### config.mk
export PLATFORM = sky130hd
export DESIGN_NAME = swv_div
export DESIGN_NICKNAME = d
export VERILOG_FILES = /design/src/sv/swv_pkg.sv /design/src/sv/swv_div.sv
export SDC_FILE = /design/constraint.sdc
export NUM_CORES = 1
export LEC_CHECK = 0
export BUFFER_PORTS_ARGS = -buffer_cell sky130_fd_sc_hd__buf_2
export CAP_MARGIN = 30
export CORE_MARGIN = 4
export CORE_UTILIZATION = 35
export CTS_BUF_LIST = sky130_fd_sc_hd__clkbuf_16
export CTS_CLUSTER_SIZE = 24
export DETAILED_ROUTE_END_ITERATION = 7
export MAX_ROUTING_LAYER = met4
export PLACE_DENSITY_LB_ADDON = 0.2
export SYNTH_ARGS = -nofsm -noshare
export SYNTH_HDL_FRONTEND = slang
export SYNTH_SLANG_ARGS = --single-unit
### constraint.sdc
create_clock -name clk -period 9.6 [get_ports clk]
set_input_delay 0.48 -clock clk [delete_from_list [all_inputs] [get_ports clk]]
set_output_delay 0.48 -clock clk [all_outputs]
set_load 0.01 [all_outputs]
### src/sv/swv_pkg.sv
// ----------------------------------------------------------------------------
// swv_pkg: shared widths and constants for the sliding window VWAP unit.
// Holds the fixed field widths and the reset value of the window register.
// ----------------------------------------------------------------------------
package swv_pkg;

  // Field widths of the input and result beats.
  localparam int PRICE_W  = 28;
  localparam int VOL_W    = 24;
  localparam int VWAP_W   = 44;
  localparam int CFG_W    = 11;

  // Running sum widths, exact for the largest window.
  localparam int VALUE_W  = 63;
  localparam int VOLTOT_W = 34;
  localparam int DEN_W    = VOLTOT_W + 1;

  // Fraction bits of the VWAP result.
  localparam int FRAC_W   = 16;

  // Window length after reset.
  localparam int WINDOW_RESET = 1000;

endpackage

### src/sv/swv_div.sv
// ----------------------------------------------------------------------------
// swv_div: radix-2 restoring divider for the VWAP quotient.
// Computes floor(num * 2^FRAC_W / den), one quotient bit per cycle.
// ----------------------------------------------------------------------------
module swv_div
  import swv_pkg::*;
(
  input  logic                clk,
  input  logic                rst_n,
  input  logic                start,
  input  logic [VALUE_W-1:0]  num,
  input  logic [DEN_W-1:0]    den,
  output logic                done,
  output logic [VWAP_W-1:0]   quo
);

  localparam int LOW_W = VALUE_W - DEN_W;
  localparam int CNT_W = $clog2(VWAP_W + 1);

  logic [DEN_W-1:0]  rem_r, rem_nxt;
  logic [DEN_W-1:0]  den_r;
  logic [VWAP_W-1:0] num_r, quo_r;
  logic [CNT_W-1:0]  cnt_r;
  logic              busy_r, done_r;
  logic [DEN_W:0]    rem_sh;
  logic              take;

  // One trial subtraction of the shifted remainder.
  always_comb begin
    rem_sh  = {rem_r, num_r[VWAP_W-1]};
    take    = (rem_sh >= {1'b0, den_r});
    rem_nxt = take ? DEN_W'(rem_sh - {1'b0, den_r}) : rem_sh[DEN_W-1:0];
  end

  // Iteration control; the top bits of the numerator seed the remainder,
  // which stays below den because the quotient fits VWAP_W bits.
  always_ff @(posedge clk) begin
    if (!rst_n) begin
      busy_r <= 1'b0;
      done_r <= 1'b0;
      cnt_r  <= '0;
    end else begin
      done_r <= 1'b0;
      if (start) begin
        busy_r <= 1'b1;
        cnt_r  <= CNT_W'(VWAP_W);
        rem_r  <= num[VALUE_W-1:LOW_W];
        num_r  <= {num[LOW_W-1:0], {FRAC_W{1'b0}}};
        den_r  <= den;
        quo_r  <= '0;
      end else if (busy_r) begin
        rem_r <= rem_nxt;
        num_r <= {num_r[VWAP_W-2:0], 1'b0};
        quo_r <= {quo_r[VWAP_W-2:0], take};
        cnt_r <= cnt_r - 1'b1;
        if (cnt_r == CNT_W'(1)) begin
          busy_r <= 1'b0;
          done_r <= 1'b1;
        end
      end
    end
  end

  assign done = done_r;
  assign quo  = quo_r;

endmodule

After elaboration in Yosys (flattened, before gate mapping)
Cells that the tools add are included.
{"block": "word_totals", "ff_bits": 165, "out_inout_bits": 45, "inputBits": 101, "wordCells": 32}
{"block": "op_classes", "eq_ne": 1, "n_mux": 12, "n_addsub": 2, "reduce_logical": 5, "order_cmp": 1, "bitwise": 2}
{"op": "2-to-1 mux 44 bit", "n": 3}
{"op": "2-to-1 mux 35 bit", "n": 3}
{"op": "greater-or-equal comparator 36 x 35 -> 1 bit", "n": 1}
{"op": "subtractor 35 bit", "n": 1}
{"op": "2-to-1 mux 6 bit", "n": 2}
{"op": "== test 6 x 1 -> 1 bit, second input constant", "n": 1}
{"op": "subtractor 6 x 1 -> 6 bit, second input constant", "n": 1}
{"op": "2-to-1 mux 1 bit", "n": 4}
{"op": "AND reduction 2 bit", "n": 2}
{"op": "OR reduction 3 bit", "n": 1}
{"op": "inverter 1 bit", "n": 2}
{"op": "nonzero test 2 bit", "n": 1}
{"op": "OR reduction 2 bit", "n": 1}

Longest topological paths before layout
{"block": "logic_depth", "word_depth": 4, "ltp_mapped": 15, "depth_no_buf": 12}

Worst setup path before layout
OpenSTA, ideal clock, no wires.
{"block": "synth_path", "kind": "input-to-reg", "start": "in start", "end": "reg num_r[16], enable pin", "setup_time_ns": 0.475, "slack_ns": 5.661, "path_stages": 3, "path_buffers": 2, "required_time_ns": 9.125, "arrival_ns": 3.464, "path_cell_list": "clkbuf_1 > clkbuf_1 > o21a_1"}
{"block": "synth_via", "elab_chain_cells": 2}
{"item": "start: declaration", "line": "swv_div.sv:10", "rtl": "input logic start,"}
{"item": "nonzero test 2 bit (no source line)"}
{"item": "AND reduction 2 bit (no source line)"}
{"item": "end signal: assignment", "line": "swv_div.sv:48", "rtl": "num_r <= {num[LOW_W-1:0], {FRAC_W{1'b0}}};"}
{"item": "end signal: assignment", "line": "swv_div.sv:53", "rtl": "num_r <= {num_r[VWAP_W-2:0], 1'b0};"}
{"item": "end: declaration", "line": "swv_div.sv:22", "rtl": "logic [VWAP_W-1:0] num_r, quo_r;"}
No other way between the ends.
A chain may end at the register's enable or synchronous reset.

Worst setup path after layout
{"block": "layout_path", "start": "reg rem_r[6]", "end": "reg rem_r[34], data pin"}
{"block": "layout_via", "elab_chain_cells": 4, "elab_cells_between_ends": 5, "classes_between": "add/sub (1); order compare (1); mux (3)"}
{"item": "start: declaration", "line": "swv_div.sv:20", "rtl": "logic [DEN_W-1:0] rem_r, rem_nxt;"}
{"item": "start signal: assignment", "line": "swv_div.sv:47", "rtl": "rem_r <= num[VALUE_W-1:LOW_W];"}
{"item": "start signal: assignment", "line": "swv_div.sv:52", "rtl": "rem_r <= rem_nxt;"}
{"item": "subtractor 35 bit or greater-or-equal comparator 36 x 35 -> 1 bit (tied branches)", "line": "swv_div.sv:32, swv_div.sv:31"}
{"item": "2-to-1 mux 35 bit *", "line": "swv_div.sv:32", "rtl": "rem_nxt = take ? DEN_W'(rem_sh - {1'b0, den_r}) : rem_sh[DEN_W-1:0];"}
{"item": "2-to-1 mux 35 bit *", "line": "swv_div.sv:51", "rtl": "end else if (busy_r) begin"}
{"item": "2-to-1 mux 35 bit *", "line": "swv_div.sv:44", "rtl": "if (start) begin"}
Mark *: on every way between the ends. The rest lies on a longest branch, timed or not. The select of a mux whose other input is x is not followed.

==> metrics <==
final clock skew=approximately 0.012 ns; worst min-delay path class=in2reg; R2R Path Start=rem_r[6]; area of the core=22600 um^2; Post-DP HPWL=about 14000 um; leak pwr=about 3.9 nW; Via density=a little over 5; Routed WL per cell=around 17 um; final net count=around 1000; number of buffers created by CTS=17; worst setup slack after layout=slightly below 6 ns; register area share after synthesis=a little under three fifths; clock edge transition at the registers on the reported setup and hold paths=~0.07 ns; Max Clk Rate=268 MHz; share of synthesized flip-flops with an asynchronous set or reset=0%; maximum single-stage delay on the critical path=approximately 0.6 ns; final weighted congestion in routability-driven placement=0.866; outcome=complete, no violations; count of antenna-violating nets left after detailed routing=0; number of antenna diodes=0; register bit count reported by yosys=150; number of nets produced by synthesis=855; mean cell area of the mapped netlist=~11 um^2; Die Outline Area=between 20000 and 30000 um^2; first-pass iteration count of the detailed router=5; total clock sinks=150; leading cell type in the layout, fill and taps excluded=sky130_fd_sc_hd__buf_2; Reg area=around 4400 um^2; top flip-flop cell by instance count after synthesis=sky130_fd_sc_hd__edfxtp_1; critical path's slowest cell=sky130_fd_sc_hd__and2_1; warnings from Yosys=0; post-synth top area share=a little over half; start-to-end type of the worst setup path=reg2reg; max cap viols=0; CTS HTree Levels=4; violation count after the first detailed-routing iteration=392; number of antenna violations at the first check in global routing=0; post-route fraction of the period consumed by the critical path=38.9%; effective utilization at floorplan=between 30% and 40%; data required time at the worst endpoint=roughly 10 ns; WHS=about 0.23 ns; Horiz. Die Dim=159 um; Slew @ Worst Pin=approximately 0.95 ns; endpoints failing hold=0; largest area contributor in the synthesized netlist=sky130_fd_sc_hd__edfxtp_1; routed vias=approximately 5800; Clk Tree Root Cell=sky130_fd_sc_hd__clkbuf_16; Die Y=about 160 um; Post-Synthesis Cell Area=8010 um^2; top cells by area, synth=sky130_fd_sc_hd__edfxtp_1, sky130_fd_sc_hd__ha_1, sky130_fd_sc_hd__mux2_2, sky130_fd_sc_hd__nor2b_1, sky130_fd_sc_hd__nand2_1; Layout Area Growth over Synthesis=19.6%; unrepaired setup endpoints after global routing=false; Setup Viol. Count Final=0; via count of the first global-routing pass=~6000; maximum fanout encountered on the critical timing path=22; setup tns final=0 ns; clock tree from TritonCTS=yes; clock network latency to the later pin of the worst-skew pair=about 0.43 ns; relative max-transition margin=between 30% and 40%; buffer levels on the longest clock path=2; placement row count=55; pin count of the biggest net entering global routing=around 70; final critical-path required period=3.74 ns; signal arrival time at the worst endpoint=about 4 ns; most frequent cells in the layout=sky130_fd_sc_hd__buf_2, sky130_fd_sc_hd__edfxtp_1, sky130_fd_sc_hd__nand2_1, sky130_fd_sc_hd__a21oi_1, sky130_fd_sc_hd__nor2b_1; kind of end point of the critical path=register; maximum vdd ir drop=just over 90 uV; multi-input logic area=3290 um^2; Routed WL=a little under 20000 um; layout cell share with drive strength beyond 1=24.7%; setup bufs post-CTS=0; drc violations=0; count of unique library cells instantiated by Yosys=57; Resized cells post-CTS=0; number of synthesized flops with an enable pin=around 140; number of filler cells placed in the layout=~2200; number of buffers inserted for hold repair after clock tree synthesis=0; final count of pins violating max slew=0; power density over cell area=about 190 nW/um^2; first-pass GRT wire length=~32000 um; num ports=approximately 150; Worst setup SP type=register; gate count of the mapped netlist=716; total track usage=between 15 and 20%; number of port buffers=between 100 and 150; start point of the worst min-delay path=den[34]; Setup Slack @ Placement=approximately 5.8 ns; sequence of cells on the critical path=ha_1 -> a21oi_1 -> nand2_1 -> o211ai_1 -> nand3_1 -> o21ai_1 -> a21o_1 -> and2_1 -> buf_4 -> nor3_1 -> a2111oi_0; total grt overflow=0; first element of the critical path=rem_r[6]
## Yosys cell counts, types with 12 or more instances
cell type,n
sky130_fd_sc_hd__o21ai_0,26
sky130_fd_sc_hd__clkbuf_1,18
sky130_fd_sc_hd__xnor2_1,19
sky130_fd_sc_hd__inv_1,44
sky130_fd_sc_hd__mux2_2,29
sky130_fd_sc_hd__a31oi_1,19
sky130_fd_sc_hd__a21oi_1,48
sky130_fd_sc_hd__nor2_1,44
sky130_fd_sc_hd__edfxtp_1,142
sky130_fd_sc_hd__xor2_1,12
sky130_fd_sc_hd__ha_1,37
sky130_fd_sc_hd__a21o_1,13
sky130_fd_sc_hd__nand3_1,14
sky130_fd_sc_hd__nor2b_1,48
sky130_fd_sc_hd__nand2_1,73
## cell type report
cell class,count,share of cell area [%]
clock inverters,15,1.23
well taps,285,3.72
repair buffers,151,8.28
inverters,44,1.72
clock buffers,17,4.44
flip-flops and latches,150,46.2
multi-input cells,492,34.4
## routing by layer
metal,GRT usage [%],part of all wire (%),up-vias
met4,4.22,1.2,0
met5,-,0,-
li1,-,-,2904
met3,3.21,3.6,17
met1,21.9,50,2765
met2,24.5,45,120
## registers in the layout, indices dropped and copies added (netlist names)
| name | count |
|---|---|
| busy_r | 1 |
| cnt_r | 6 |
| den_r | 35 |
| done | 1 |
| num_r | 28 |
| quo | 44 |
| rem_r | 35 |
## critical path, delay by kind of cell, from the launching register on
| kind | cells | cell delay, ns |
|---|---|---|
| AOI/OAI and AO/OA | 5 | 1.31 |
| adders and majority gates | 1 | 0.41 |
| buffers and inverters | 1 | 0.39 |
| DFF | 1 | 0.40 |
| and+or+nand+nor | 4 | 0.99 |
## report_power, final
group / switching (W) / total [W] / internal, W
clock network: 0.000305 / 0.000643 / 0.000338
logic: 0.000222 / 0.000379 / 0.000157
registers: 0.0000204 / 0.000799 / 0.000778
total: 0.000548 / 0.00182 / 0.00127
## metrics by stage
| stage | area (um^2) | utilization, % | instances | total power, W |
|---|---|---|---|---|
| floorplan | 8010 | - | 716 | 0.00108 |
| global placement | 9000 | 39.9 | 1121 | 0.00119 |
| detailed placement | 9030 | 40.0 | 1122 | 0.00119 |
| CTS | 9580 | 42.4 | 1154 | 0.00184 |
| global route | 9580 | 42.4 | 1154 | 0.00192 |
| finish | 9580 | 42.4 | 1154 | 0.00182 |
## kinds of logic (layout without fill, tap and decap cells)
group                      count (synthesis)  count (layout)  synth area share (%)
AOI/OAI and AO/OA                        158             158                  12.7
and+or+nand+nor                          235             235                  14.7
buffers and inverters                     74             227                  3.73
xor gates and xnor gates                  31              31                  3.39
DFF                                      150             150                  55.2
muxes                                     30              30                  4.20
adders and majority gates                 38              38                  6.03
## worst paths after layout
| check | end | slack [ns] | cells past startpoint |
|---|---|---|---|
| worst max-delay path | rem_r[34] | 5.86 | 11 |
| worst min-delay path | den_r[34] | 0.23 | 1 |
| worst max register to register | rem_r[34] | 5.86 | 11 |
| worst min register to register | cnt_r[1] | 0.50 | 2 |
No activity file was read; power rests on OpenSTA's default activity.
